## src/sv/mnnd_pkg.sv

```systemverilog
// ---------------------------------------------------------------------------
// mnnd_pkg
// Shared types and constants of the mean nearest neighbor distance unit.
// ---------------------------------------------------------------------------
package mnnd_pkg;

    localparam int MNND_MAX_SAMPLES = 64;
    localparam int MNND_COORD_BITS  = 24;

    typedef enum logic [1:0] {
        ACT_LOAD   = 2'd0,
        ACT_STREAM = 2'd1,
        ACT_FINISH = 2'd2,
        ACT_NONE   = 2'd3
    } mnnd_action_t;

    typedef enum logic [2:0] {
        ST_RUN,
        ST_FLUSH,
        ST_ROOT_START,
        ST_ROOT_WAIT,
        ST_DIV,
        ST_OUT
    } mnnd_state_t;

    // Control part of a beat traveling down the cell chain
    typedef struct packed {
        logic vld;
        logic is_load;
        logic taken;
    } mnnd_tok_t;

endpackage

```

## src/sv/mnnd_isqrt.sv

```systemverilog
// ---------------------------------------------------------------------------
// mnnd_isqrt
// Iterative integer square root, one root bit per cycle.
// ---------------------------------------------------------------------------
module mnnd_isqrt
    import mnnd_pkg::*;
#(
    parameter int COORD_BITS = MNND_COORD_BITS
)
(
    input  logic                     clk,
    input  logic                     rst_n,
    input  logic                     start,
    input  logic [2*COORD_BITS+3:0]  value,
    output logic                     done,
    output logic [COORD_BITS+1:0]    root
);

    localparam int MW = 2 * COORD_BITS + 4;
    localparam int RW = COORD_BITS + 2;
    localparam int KW = $clog2(RW + 1);

    logic [MW-1:0] val_reg;
    logic [RW+1:0] rem_reg;
    logic [RW-1:0] root_reg;
    logic [KW-1:0] step_reg;
    logic          busy_reg;
    logic          done_reg;

    logic [RW+1:0] rem_sh;
    logic [RW+1:0] trial;

    // Bring down the next bit pair and try the next root bit
    assign rem_sh = {rem_reg[RW-1:0], val_reg[MW-1 -: 2]};
    assign trial  = {root_reg, 2'b01};

    always_ff @(posedge clk or negedge rst_n)
    begin
        if (!rst_n)
        begin
            busy_reg <= 1'b0;
            done_reg <= 1'b0;
            step_reg <= '0;
        end
        else
        begin
            done_reg <= 1'b0;
            if (start)
            begin
                busy_reg <= 1'b1;
                step_reg <= '0;
            end
            else if (busy_reg)
            begin
                if (step_reg == KW'(RW - 1))
                begin
                    busy_reg <= 1'b0;
                    done_reg <= 1'b1;
                end
                step_reg <= step_reg + 1'b1;
            end
        end
    end

    always_ff @(posedge clk)
    begin
        if (start)
        begin
            val_reg  <= value;
            rem_reg  <= '0;
            root_reg <= '0;
        end
        else if (busy_reg)
        begin
            val_reg <= {val_reg[MW-3:0], 2'b00};
            if (rem_sh >= trial)
            begin
                rem_reg  <= rem_sh - trial;
                root_reg <= {root_reg[RW-2:0], 1'b1};
            end
            else
            begin
                rem_reg  <= rem_sh;
                root_reg <= {root_reg[RW-2:0], 1'b0};
            end
        end
    end

    assign done = done_reg;
    assign root = root_reg;

endmodule

```

## config.mk

```make
export PLATFORM = sky130hd
export DESIGN_NAME = mnnd_isqrt
export DESIGN_NICKNAME = d
export VERILOG_FILES = /design/src/sv/mnnd_pkg.sv /design/src/sv/mnnd_isqrt.sv
export SDC_FILE = /design/constraint.sdc
export NUM_CORES = 1
export LEC_CHECK = 0
export BUFFER_PORTS_ARGS = -buffer_cell sky130_fd_sc_hd__buf_4
export CORE_MARGIN = 8
export CORE_UTILIZATION = 63
export DETAILED_ROUTE_END_ITERATION = 6
export PLACE_DENSITY = 0.91
export SKIP_LAST_GASP = 1
export SLEW_MARGIN = 20
export SYNTH_ARGS = -nofsm -noshare
export SYNTH_HDL_FRONTEND = slang
export SYNTH_SLANG_ARGS = --single-unit
```

## constraint.sdc

```tcl
create_clock -name clk -period 6.07 [get_ports clk]
set_clock_uncertainty 0.05 [all_clocks]
set_input_delay 0.9105 -clock clk [delete_from_list [all_inputs] [get_ports clk]]
set_output_delay 0.9105 -clock clk [all_outputs]
set_load 0.02 [all_outputs]
```

After elaboration in Yosys (flattened, before gate mapping) --
Cells that the tools add are included.
Cells by class: add/sub/neg operators 2, reduce and logical (&&, ||, !) cells 1, eq/ne operators 1, order comparisons 1, multiplexer cells 12
Operator list (count):
- $mux 52 | 2
- $ge 28x28->1 | 1
- $mux 26 | 1
- $sub 26x26->26 | 1
- $mux 5 | 2
- $mux 1 | 7
- $add 5x1->5 const B | 1
- $eq 5x5->1 const B | 1
- $reduce_bool 2->1 | 1
Storage, ports and cells: output and inout bits 27, flip-flop bits (word level) 111, word-level logic and storage cells 23

Logic depth before layout (Yosys ltp) --
word-level depth 4, mapped depth 11, depth with buffers taken out 9

Least setup slack after synthesis --
Ideal clock, no wire load.
path type input port to flip-flop, from input port start, to register val_reg[0], enable pin, data required time 5.614 ns, setup slack 3.148 ns, stages 4, arrival time 2.465 ns, cell sequence clkbuf_1 > nor2_1 > clkbuf_1 > inv_1
Between the ends: cells in the longest elaborated chain, start to end 1
Ends and longest elaborated chain:
- start, declared | line mnnd_isqrt.sv:13 | input logic start,
- $reduce_bool 2->1 (no source line)
- end signal, assigned | line mnnd_isqrt.sv:69 | val_reg <= value;
- end signal, assigned | line mnnd_isqrt.sv:75 | val_reg <= {val_reg[MW-3:0], 2'b00};
- end, declared | line mnnd_isqrt.sv:23 | logic [MW-1:0] val_reg;
Every way passes these cells. A chain may end at the register's enable or synchronous reset.

Worst setup path in the final report --
from register root_reg[3], in the netlist root[3], to register rem_reg[10]
Between the ends: cells in the longest elaborated chain, start to end 2, elaborated cells on any way between the ends 3, classes of those cells add/sub: 1; order compare: 1; mux: 1
Ends and longest elaborated chain:
- start, declared | line mnnd_isqrt.sv:25 | logic [RW-1:0] root_reg;
- start signal, assigned | line mnnd_isqrt.sv:79 | root_reg <= {root_reg[RW-2:0], 1'b1};
- start signal, assigned | line mnnd_isqrt.sv:84 | root_reg <= {root_reg[RW-2:0], 1'b0};
- $sub 26x26->26 or $ge 28x28->1 (tied branches) | line mnnd_isqrt.sv:78, mnnd_isqrt.sv:76
- $mux 26 (*) | line mnnd_isqrt.sv:76 | if (rem_sh >= trial)
- end signal, assigned | line mnnd_isqrt.sv:78 | rem_reg <= rem_sh - trial;
- end signal, assigned | line mnnd_isqrt.sv:83 | rem_reg <= rem_sh;
- end, declared | line mnnd_isqrt.sv:24 | logic [RW+1:0] rem_reg;
Mark *: on every way between the ends. The rest lies on a longest branch, timed or not.

==> metrics.txt <==
Logic pwr share 0.512; final worst slack around 2600 ps; post-CTS setup buffers 0; Inserted Diodes 0; pin count of the biggest net entering global routing 83; internal power 0.00178 W; Crit Path Max Fanout 24; max reg flops 52; Layout fillers 662; worst slew pin tran 1130 ps; clk slew on worst S/H paths 110 ps; largest family of logic cells by synthesized area compound AO/OA/AOI/OAI gates; DP Cell Count 797; Max-slew headroom 0.245; GR Util All Layers 0.223; final setup fails 0; worst path arrival time 3710 ps; Async S/R FF share, synth 0.0631; synth-to-layout area growth 14.3%; H-tree depth 3; reg-to-reg critical path startpoint root[3]$_SDFFE_PP0P_; Initial Util 0.643; hold buffer count at CTS 0; root buffer cell clkbuf_8; Required @ worst endpoint 6300 ps; Sw Ratio 0.416; clock net sink count approximately 110; Final min period 3480 ps; Row Count 36; cell leakage power 2.99 nW; Avg WL per Cell 17.9 um; Hold Path Class in2async; syn avg cell area roughly 10 um2; CTS buffer count 9; Setup Slack @ Placement about 2700 ps; Syn. warnings 0; Worst setup EP type register; layout cells sized above 1 0.237; synth unique cells between 50 and 60; RSZ-0062 raised after global routing false; Adder-Cell Fraction of Synth Area 0.0603; number of DRC markers in iteration 0 334; maximum clock path buffer count 2; total congestion overflow 0; via count 5,004; Top FF cell, synth edfxtp_1; CP Cell Sequence inv_1, ha_1, a211oi_2, nor2_1, o41a_1, a211o_1, o211ai_2, nand3_1, a311oi_1; IO Port Bufs 81; Psw between 0.001 and 0.0015 W; fmax 0.288 GHz; gpl congestion 0.909; Die H 115 um; Largest stage delay, worst path between 900 and 1000 ps; complex-gate fraction of the synthesized area 0.169; register area share after synthesis 0.446; Yosys reg bits 111; Total Wirelength between 10 and 15 mm; Final Instance Count excl. Fillers 813; initial antenna violation count 0; hpwl dp 10.2 mm; I/O pin total between 80 and 90; Core Region 0.00968 mm2; worst ir drop on vdd slightly above 200 uV; WS Path Type reg2reg; chip width 115 um; Critical Path Source root[3]$_SDFFE_PP0P_; first-pass GRT wire length 23.8 mm; r2r endpoint rem_reg[10]$_SDFFE_PP0P_; multiplexer share of the synthesized area 0.132; Sequential Power Share 0.320; Post-Synth XOR/XNOR Area 0.0225; number of enable flip-flop cells after synthesis 52; Max Cap Viol 0; pwr/cell area around 430 mW/mm2; Final Max Tran Viols 0; drt drc 0; drt first pass iters 7; worst skew pair latency roughly 380 ps; Nets 760; # resized after CTS 0; number of global-route vias before repair 4,988; final setup TNS 0 ps; CTS tree done; clock power share 0.168; Syn Nets 700; die area 0.0133 mm2; R2R cell count 9; Fin. Hold Viols 0; post-route ant nets 0; drt via density 6.15; Post-Syn Area between 0.006 and 0.007 mm2; slowest cell on the critical path o211ai_2; Tcrit/Tclk final 0.573; Worst setup SP type register; cells after synthesis 615; outcome completed; flop2flop setup slack between 2000 and 3000 ps; simple-gate share of the synthesized area 0.124
Yosys cell counts (all sizes together) (18+ instances only):
cell type / instances / area share
a21oi: 21 / 0.017
edfxtp: 52 / 0.25
nand3: 18 / 0.014
ha: 30 / 0.060
clkbuf: 28 / 0.017
inv: 39 / 0.024
mux2: 50 / 0.090
nand2: 21 / 0.013
nor2: 65 / 0.039
mux2i: 26 / 0.042
o21ai: 31 / 0.025
dfxtp: 52 / 0.17
cell usage in the layout, fill, tap and decap left out, drive strengths merged, types with 10 or more instances in the layout:
| cell | Yosys | layout |
|---|---|---|
| nand3 | 18 | 18 |
| mux2 | 50 | 50 |
| o211ai | 14 | 14 |
| a21o | 10 | 10 |
| buf | 7 | 84 |
| mux2i | 26 | 26 |
| nor2 | 65 | 65 |
| a211oi | 12 | 12 |
| nand4 | 13 | 13 |
| nand2 | 21 | 21 |
| edfxtp | 52 | 52 |
| ha | 30 | 30 |
| a311oi | 14 | 14 |
| a21oi | 21 | 21 |
| inv | 39 | 42 |
| nor3 | 12 | 12 |
| dfxtp | 52 | 52 |
| o21ai | 31 | 31 |
logic make-up (layout without fill, tap and decap cells):
| kind of cell | after synthesis | in the layout |
|---|---|---|
| mux | 76 | 76 |
| simple gates | 161 | 161 |
| flops | 111 | 111 |
| fa+ha+maj | 30 | 30 |
| compound gates | 147 | 147 |
| buf+inv | 74 | 139 |
| xor+xnor | 16 | 16 |
worst max-delay path by stage:
stage	to	depth (start not counted)
CTS	rem_reg[10]$_SDFFE_PP0P_	9
global placement	rem_reg[23]$_SDFFE_PP0P_	9
global route	rem_reg[5]$_SDFFE_PP0P_	9
detailed placement	rem_reg[16]$_SDFFE_PP0P_	9
finish	rem_reg[10]$_SDFFE_PP0P_	9
floorplan	val_reg[0]$_SDFFCE_PN0P_	4
through the flow:
| step | hold slack [ps] | utilization | total power (W) | cell area, um2 |
|---|---|---|---|---|
| after detailed placement | 424 | 0.711 | 0.00249 | 6890 |
| final | 274 | 0.734 | 0.00304 | 7110 |
| after global placement | 416 | 0.711 | 0.00243 | 6890 |
| after floorplan | 379 | - | 0.00215 | 6220 |
| after global routing | 258 | 0.734 | 0.00324 | 7110 |
| after CTS | 267 | 0.734 | 0.00301 | 7110 |
power by group through the flow:
stage | logic (W) | registers (W) | clock network (W)
6_report | 0.00156 | 0.000973 | 0.000510
3_3_place_gp | 0.00145 | 0.000982 | 0
5_1_grt | 0.00171 | 0.000982 | 0.000541
3_5_place_dp | 0.00150 | 0.000986 | 0
2_1_floorplan | 0.00118 | 0.000965 | 0
4_1_cts | 0.00152 | 0.000971 | 0.000514
worst max-delay path: cells and delay by family (launching register included):
kind / cells / cell delay [ps]
AND/OR/NAND/NOR: 2 / 330
buffers and inverters: 1 / 70
adder cells (fa/ha/maj): 1 / 370
flip-flops: 1 / 390
AO/OA/AOI/OAI: 5 / 2160
routing by layer:
layer	part of all wire	track usage	vias up
li1	-	-	2421
met1	0.40	0.257	2341
met2	0.49	0.378	204
met3	0.092	0.0672	38
met4	0.025	0.0876	0
met5	0	0	-
layout make-up:
| class | count | area [um2] | area share |
|---|---|---|---|
| multi-input combinational | 430 | 3160 | 0.445 |
| sequential | 111 | 2780 | 0.391 |
| timing repair buffer | 84 | 631 | 0.0887 |
| tap | 133 | 166 | 0.0234 |
| inverter | 39 | 146 | 0.0206 |
| clock buffer | 9 | 124 | 0.0174 |
| clock inverter | 7 | 103 | 0.0144 |
(Power assumes the default switching activity.)
