<file path="src/sv/mnnd_pkg.sv">
// ---------------------------------------------------------------------------
// mnnd_pkg
// Shared types and constants of the mean nearest neighbor distance unit.
// ---------------------------------------------------------------------------
package mnnd_pkg;

    localparam int MNND_MAX_SAMPLES = 64;
    localparam int MNND_COORD_BITS  = 24;

    typedef enum logic [1:0] {
        ACT_LOAD   = 2'd0,
        ACT_STREAM = 2'd1,
        ACT_FINISH = 2'd2,
        ACT_NONE   = 2'd3
    } mnnd_action_t;

    typedef enum logic [2:0] {
        ST_RUN,
        ST_FLUSH,
        ST_ROOT_START,
        ST_ROOT_WAIT,
        ST_DIV,
        ST_OUT
    } mnnd_state_t;

    // Control part of a beat traveling down the cell chain
    typedef struct packed {
        logic vld;
        logic is_load;
        logic taken;
    } mnnd_tok_t;

endpackage

</file>
<file path="src/sv/mnnd_cell.sv">
// ---------------------------------------------------------------------------
// mnnd_cell
// One cell of the chain: holds one sample and its least nonzero squared
// distance, registers each beat and forwards it to its neighbor.
// ---------------------------------------------------------------------------
module mnnd_cell
    import mnnd_pkg::*;
#(
    parameter int COORD_BITS = MNND_COORD_BITS
)
(
    input  logic                         clk,
    input  logic                         rst_n,
    input  mnnd_tok_t                    tok_in,
    input  logic signed [COORD_BITS-1:0] x_in,
    input  logic signed [COORD_BITS-1:0] y_in,
    input  logic signed [COORD_BITS-1:0] z_in,
    output mnnd_tok_t                    tok_out,
    output logic signed [COORD_BITS-1:0] x_out,
    output logic signed [COORD_BITS-1:0] y_out,
    output logic signed [COORD_BITS-1:0] z_out,
    input  logic                         clear,
    input  logic                         shift,
    input  logic [2*COORD_BITS+3:0]      min_in,
    output logic [2*COORD_BITS+3:0]      min_out
);

    localparam int MW = 2 * COORD_BITS + 4;
    localparam int SW = 2 * COORD_BITS + 2;

    mnnd_tok_t                    tok_reg, tok_next;
    logic signed [COORD_BITS-1:0] xo_reg, yo_reg, zo_reg;
    logic signed [COORD_BITS-1:0] sx_reg, sy_reg, sz_reg;
    logic                         valid_reg;
    logic                         cmp_reg;
    logic [SW-1:0]                sqx_reg, sqy_reg, sqz_reg;
    logic [MW-1:0]                min_reg;

    logic                         capture;
    logic                         measure;
    logic signed [COORD_BITS:0]   dx, dy, dz;
    logic signed [2*COORD_BITS+1:0] px, py, pz;
    logic [MW-1:0]                sq_dist;

    // Decide what this beat does here
    assign capture = tok_in.vld && tok_in.is_load && !tok_in.taken && !valid_reg;
    assign measure = tok_in.vld && !tok_in.is_load && valid_reg;

    // Mark a load beat as taken once a cell captures it
    always_comb
    begin
        tok_next       = tok_in;
        tok_next.taken = tok_in.taken | capture;
    end

    // Differences and squares, registered before the sum
    assign dx = {x_in[COORD_BITS-1], x_in} - {sx_reg[COORD_BITS-1], sx_reg};
    assign dy = {y_in[COORD_BITS-1], y_in} - {sy_reg[COORD_BITS-1], sy_reg};
    assign dz = {z_in[COORD_BITS-1], z_in} - {sz_reg[COORD_BITS-1], sz_reg};
    assign px = dx * dx;
    assign py = dy * dy;
    assign pz = dz * dz;

    assign sq_dist = {2'b00, sqx_reg} + {2'b00, sqy_reg} + {2'b00, sqz_reg};

    // Forward the beat and track sample occupancy
    always_ff @(posedge clk or negedge rst_n)
    begin
        if (!rst_n)
        begin
            tok_reg   <= '0;
            valid_reg <= 1'b0;
            cmp_reg   <= 1'b0;
        end
        else
        begin
            tok_reg <= tok_next;
            cmp_reg <= measure;
            if (clear)
                valid_reg <= 1'b0;
            else if (capture)
                valid_reg <= 1'b1;
        end
    end

    // Hold payload: coordinates, sample and squares
    always_ff @(posedge clk)
    begin
        xo_reg <= x_in;
        yo_reg <= y_in;
        zo_reg <= z_in;
        if (capture)
        begin
            sx_reg <= x_in;
            sy_reg <= y_in;
            sz_reg <= z_in;
        end
        sqx_reg <= px[SW-1:0];
        sqy_reg <= py[SW-1:0];
        sqz_reg <= pz[SW-1:0];
    end

    // Keep the least nonzero distance; shift toward the head on drain
    always_ff @(posedge clk or negedge rst_n)
    begin
        if (!rst_n)
            min_reg <= '1;
        else if (shift)
            min_reg <= min_in;
        else if (capture)
            min_reg <= '1;
        else if (cmp_reg && (sq_dist != '0) && (sq_dist < min_reg))
            min_reg <= sq_dist;
    end

    assign tok_out = tok_reg;
    assign x_out   = xo_reg;
    assign y_out   = yo_reg;
    assign z_out   = zo_reg;
    assign min_out = min_reg;

endmodule

</file>
<file path="config.mk">
export PLATFORM = sky130hd
export DESIGN_NAME = mnnd_cell
export DESIGN_NICKNAME = d
export VERILOG_FILES = /design/src/sv/mnnd_pkg.sv /design/src/sv/mnnd_cell.sv
export SDC_FILE = /design/constraint.sdc
export NUM_CORES = 2
export LEC_CHECK = 0
export ABC_AREA = 1
export BUFFER_PORTS_ARGS = -buffer_cell sky130_fd_sc_hd__buf_2
export CAP_MARGIN = 20
export CORE_MARGIN = 3
export CORE_UTILIZATION = 64
export CTS_CLUSTER_SIZE = 25
export DETAILED_ROUTE_END_ITERATION = 12
export HOLD_SLACK_MARGIN = 0.02
export PLACE_DENSITY_LB_ADDON = 0.3
export REMOVE_ABC_BUFFERS = 1
export SLEW_MARGIN = 20
export SYNTH_ARGS = -nofsm -noshare
export SYNTH_HDL_FRONTEND = slang
export SYNTH_SLANG_ARGS = --single-unit
export TNS_END_PERCENT = 50
</file>
<file path="constraint.sdc">
create_clock -name clk -period 16.82 [get_ports clk]
set_input_delay 3.364 -clock clk [delete_from_list [all_inputs] [get_ports clk]]
set_output_delay 3.364 -clock clk [all_outputs]
set_load 0.02 [all_outputs]
</file>
# Yosys cells after proc, flatten, opt, wreduce, memory -nomap -nowiden
# Index checks and enable logic that the tools add are counted.
word_totals:
  register_bits: 351
  in_bits: 131
  output_inout_bits: 127
  word_cells: 43
classes:
  add_sub_neg: 5
  mul: 3
  magnitude_cmp: 1
  mux: 5
  bitwise: 1
  reduce_logical: 13
ops:
  columns: ["op", "count"]
  rows:
  - ["2-to-1 mux 52 bit", 3]
  - ["multiplier 25 x 25 -> 50 bit", 3]
  - ["subtractor 24 x 24 -> 25 bit", 3]
  - ["adder 51 x 50 -> 52 bit", 1]
  - ["< comparator 52 bit", 1]
  - ["nonzero test 52 bit", 1]
  - ["adder 50 x 50 -> 51 bit", 1]
  - ["logical AND 1 bit", 7]
  - ["zero test 1 bit", 3]
  - ["nonzero test 3 bit", 1]
  - ["2-to-1 mux 1 bit", 2]
  - ["nonzero test 2 bit", 1]
  - ["OR 1 bit", 1]

# Longest topological paths before layout
depth:
  ltp_word: 8
  ltp_mapped: 43
  mapped_depth_nobuf: 41

# Worst setup path after synthesis
# No wires, ideal clock.
synth_timing:
  kind: "input port to flip-flop"
  from: "input port y_in[0]"
  to: "register sqy_reg[48]"
  setup_ps: 72
  arrival_ps: 11241
  t_required_ps: 16748
  slack_ps: 5507
  path_stages: 35
  n_path_buf: 1
  cell_sequence: "inv_1 ha_1 inv_1 fa_1 nand3_1 nand2_1 a21oi_2 o21ai_2 nand3_1 nand3_1 or2_2 nand2_1 clkbuf_1 nor2_1 fa_1 fa_1 inv_1 fa_1 inv_1 fa_1 fa_1 fa_1 inv_1 fa_1 inv_1 ha_1 nand2_1 nor2_1 inv_1 nor4_1 nand3_1 o211ai_1 nand2_1 o2111ai_1 xor2_1"
synth_between:
  elab_chain_cells: 2
synth_rtl:
  columns: ["item", "line", "text"]
  rows:
  - ["start, declared", "mnnd_cell.sv:16", "input logic signed [COORD_BITS-1:0] y_in,"]
  - ["subtractor 24 x 24 -> 25 bit", "mnnd_cell.sv:58", "assign dy = {y_in[COORD_BITS-1], y_in} - {sy_reg[COORD_BITS-1], sy_reg};"]
  - ["multiplier 25 x 25 -> 50 bit", "mnnd_cell.sv:61", "assign py = dy * dy;"]
  - ["named net py[48]", "mnnd_cell.sv:42", "logic signed [2*COORD_BITS+1:0] px, py, pz;"]
  - ["end signal, assigned", "mnnd_cell.sv:99", "sqy_reg <= py[SW-1:0];"]
  - ["end, declared", "mnnd_cell.sv:36", "logic [SW-1:0] sqx_reg, sqy_reg, sqz_reg;"]
# The timed path passes the listed nets, and every way through them passes these cells.
# A chain may end at the register's enable or synchronous reset.

# Final worst setup path
# Same ends and word-level chain as after synthesis.

==> results.ini <==
[critical_path]
crit_start=y_in[0]
worst-path-max-fanout=18
ff2ff_setup_slack_ns=6.36
crit_top_cell=fa_1
reg2reg_depth=27
reg2reg_to=sqy_reg[48]
r2r-start=sy_reg[0]
cp_slowest_stage_delay_ns=1.04
cp-end-kind=flip-flop
path_class=in2reg
crit_end=sqy_reg[48]
worstSetupStartpointType=primary input
worst_ep_required_time_ns=17.35
arrival_ns=13.60
slowest_stage=clkinv_1

[yosys]
yosys_register_bits=348
synth-warning-count=0
synth_seq_area_share=0.0996
synth_edf_count=72
synthTopCellsByArea=fa_1 46%, inv_1 12%, ha_1 9.5%, nand2_1 5.8%, dfxtp_1 5.4%
syn_inst=9221
synth_top_cell_area_share=0.465
yosysTopAreaCell=fa_1
synthArstFlopShare=0.164
synthFlopType=dfxtp_1
syn_area_sq_mm=0.0807
avgSynthCellArea_sq_um=8.75
yosysMostFrequentCell=inv_1
ys_types=62
synth_common_cells=2,646 x inv_1, 1,874 x fa_1, 1,245 x nand2_1

[placement]
place_hpwl_um=187000
dpl.cell_count=11032
port_buffers=257
gp_congestion=1.02

[cts]
path_clk_slew_ns=0.06
cts.repair.resized=0
clk_latency_ns=0.64
cts-hold-fix-buffers=0
cts.htree.levels=2
cts-buffers-inserted=43
clock_sinks=348
post-cts-setup-buffers=0
root_buffer=clkbuf_16
cts_tree=done
cts_max_path_buffers=3

[timing]
fin_setup_tns_ns=0
drv_slew=0
min_period_ns=13.07
rsz0062_at_grt=no
setup_violations=0
tightest_slew_ns=1.10
post-route-period-util=0.777
clock_skew_ns=0.0494
clock.fmax_mhz=76.5
maxSlewHeadroom=0.263
hold_viol_final=0

[route]
wl_per_cell_um=20.0
postRouteAntennaNets=0
viasPerCell=5.57
finalWirelength_um=222000
drc=0
vias=61849
drt_first_pass_iters=8
first_iter_violations=5584

[finish]
final_nets=12056
layout-drive-gt1-share=0.0576
multiInputGateArea_sq_mm=0.0619
largest_reg_flops=52
area_growth_pct=5.80
fill_cells=9928
num_antenna_cells=0
seqCellArea_sq_mm=0.00804
fin_cells=11110

[die]
core-area_sq_mm=0.124
io_pins=258
die_area_sq_mm=0.130
die_h_um=361
die_w_um=361
start_util=0.648
row_count=129

[hold_path]
holdPathStages=2
min_path_type=reg2reg

[global_routing]
antenna_found_initial=3
grt_pass1_vias=66959
grt_pass1_wl_um=356000
grt_usage=0.351
grt_overflow_total=0
grt_max_degree=60

[job]
drv_cap=0

[outcome]
run_status=finished clean

layer usage:
layer	global-route usage	vias up	share of wire
li1	-	27448	-
met2	0.549	3066	0.45
met3	0.0781	634	0.11
met4	0.125	4	0.042
met5	0	-	0.00012
met1	0.489	30697	0.40
cells by family (layout without fill, tap and decap cells):
family | count (synthesis) | count (layout) | synth area share
xor+xnor | 245 | 245 | 0.0273
buf+inv | 2839 | 3090 | 0.134
simple gates | 2577 | 2577 | 0.128
compound gates | 725 | 725 | 0.0515
fa+ha+maj | 2485 | 2485 | 0.560
other cells | 2 | 3 | 0.0000931
flops | 348 | 348 | 0.0996
metrics by stage:
stage	hold WS, ns	cell area [sq um]	util	setup WS, ns
floorplan	0.472	80000	-	5.28
global placement	0.478	83900	0.674	2.90
detailed placement	0.486	83900	0.674	3.30
CTS	0.497	85400	0.686	3.88
global route	0.507	85400	0.686	3.28
finish	0.495	85400	0.686	3.75
area by class of cell:
cell class / instances / area share
Sequential cell: 348 / 0.0942
Tap cell: 1637 / 0.0240
Clock inverter: 19 / 0.00274
Inverter: 2679 / 0.118
Timing Repair Buffer: 333 / 0.0218
Clock buffer: 59 / 0.0142
Multi-Input combinational cell: 6035 / 0.725
critical path, delay by kind of cell:
family	cells	cell delay, ns
fa+ha+maj	10	4.93
buf+inv	9	2.14
simple gates	6	1.45
xor+xnor	2	1.07
compound gates	2	0.63
placed cells by master (no fill, tap or decap), types with 15 or more instances in the layout:
master / n
xor2_1: 151
inv_2: 15
o21ai_0: 130
nor4_1: 19
clkinv_1: 17
buf_4: 76
o211ai_1: 19
edfxtp_1: 72
o21bai_1: 18
a31oi_1: 58
o21ai_1: 18
nor2_1: 978
nor3_1: 31
a21oi_1: 333
dfxtp_1: 219
a21o_1: 18
buf_2: 257
xnor2_1: 83
clkbuf_16: 43
fa_1: 1874
or2_2: 23
nand4_1: 43
o22ai_1: 46
nand3_1: 185
nand2_1: 1245
ha_1: 611
inv_1: 2645
dfstp_2: 52
o21a_1: 30
how the worst min path moves through the flow:
| stage | start | end | slack [ns] |
|---|---|---|---|
| finish | min_out[36] | min_out[36] | 0.49 |
| global route | min_out[3] | min_out[3] | 0.51 |
| CTS | min_out[36] | min_out[36] | 0.50 |
| detailed placement | min_out[36] | min_out[36] | 0.49 |
| global placement | min_out[13] | min_out[13] | 0.48 |
| floorplan | valid_reg | cmp_reg | 0.47 |
Power is not shown: default switching activity piles up to over one toggle a cycle in this logic, so the estimate is an artifact.
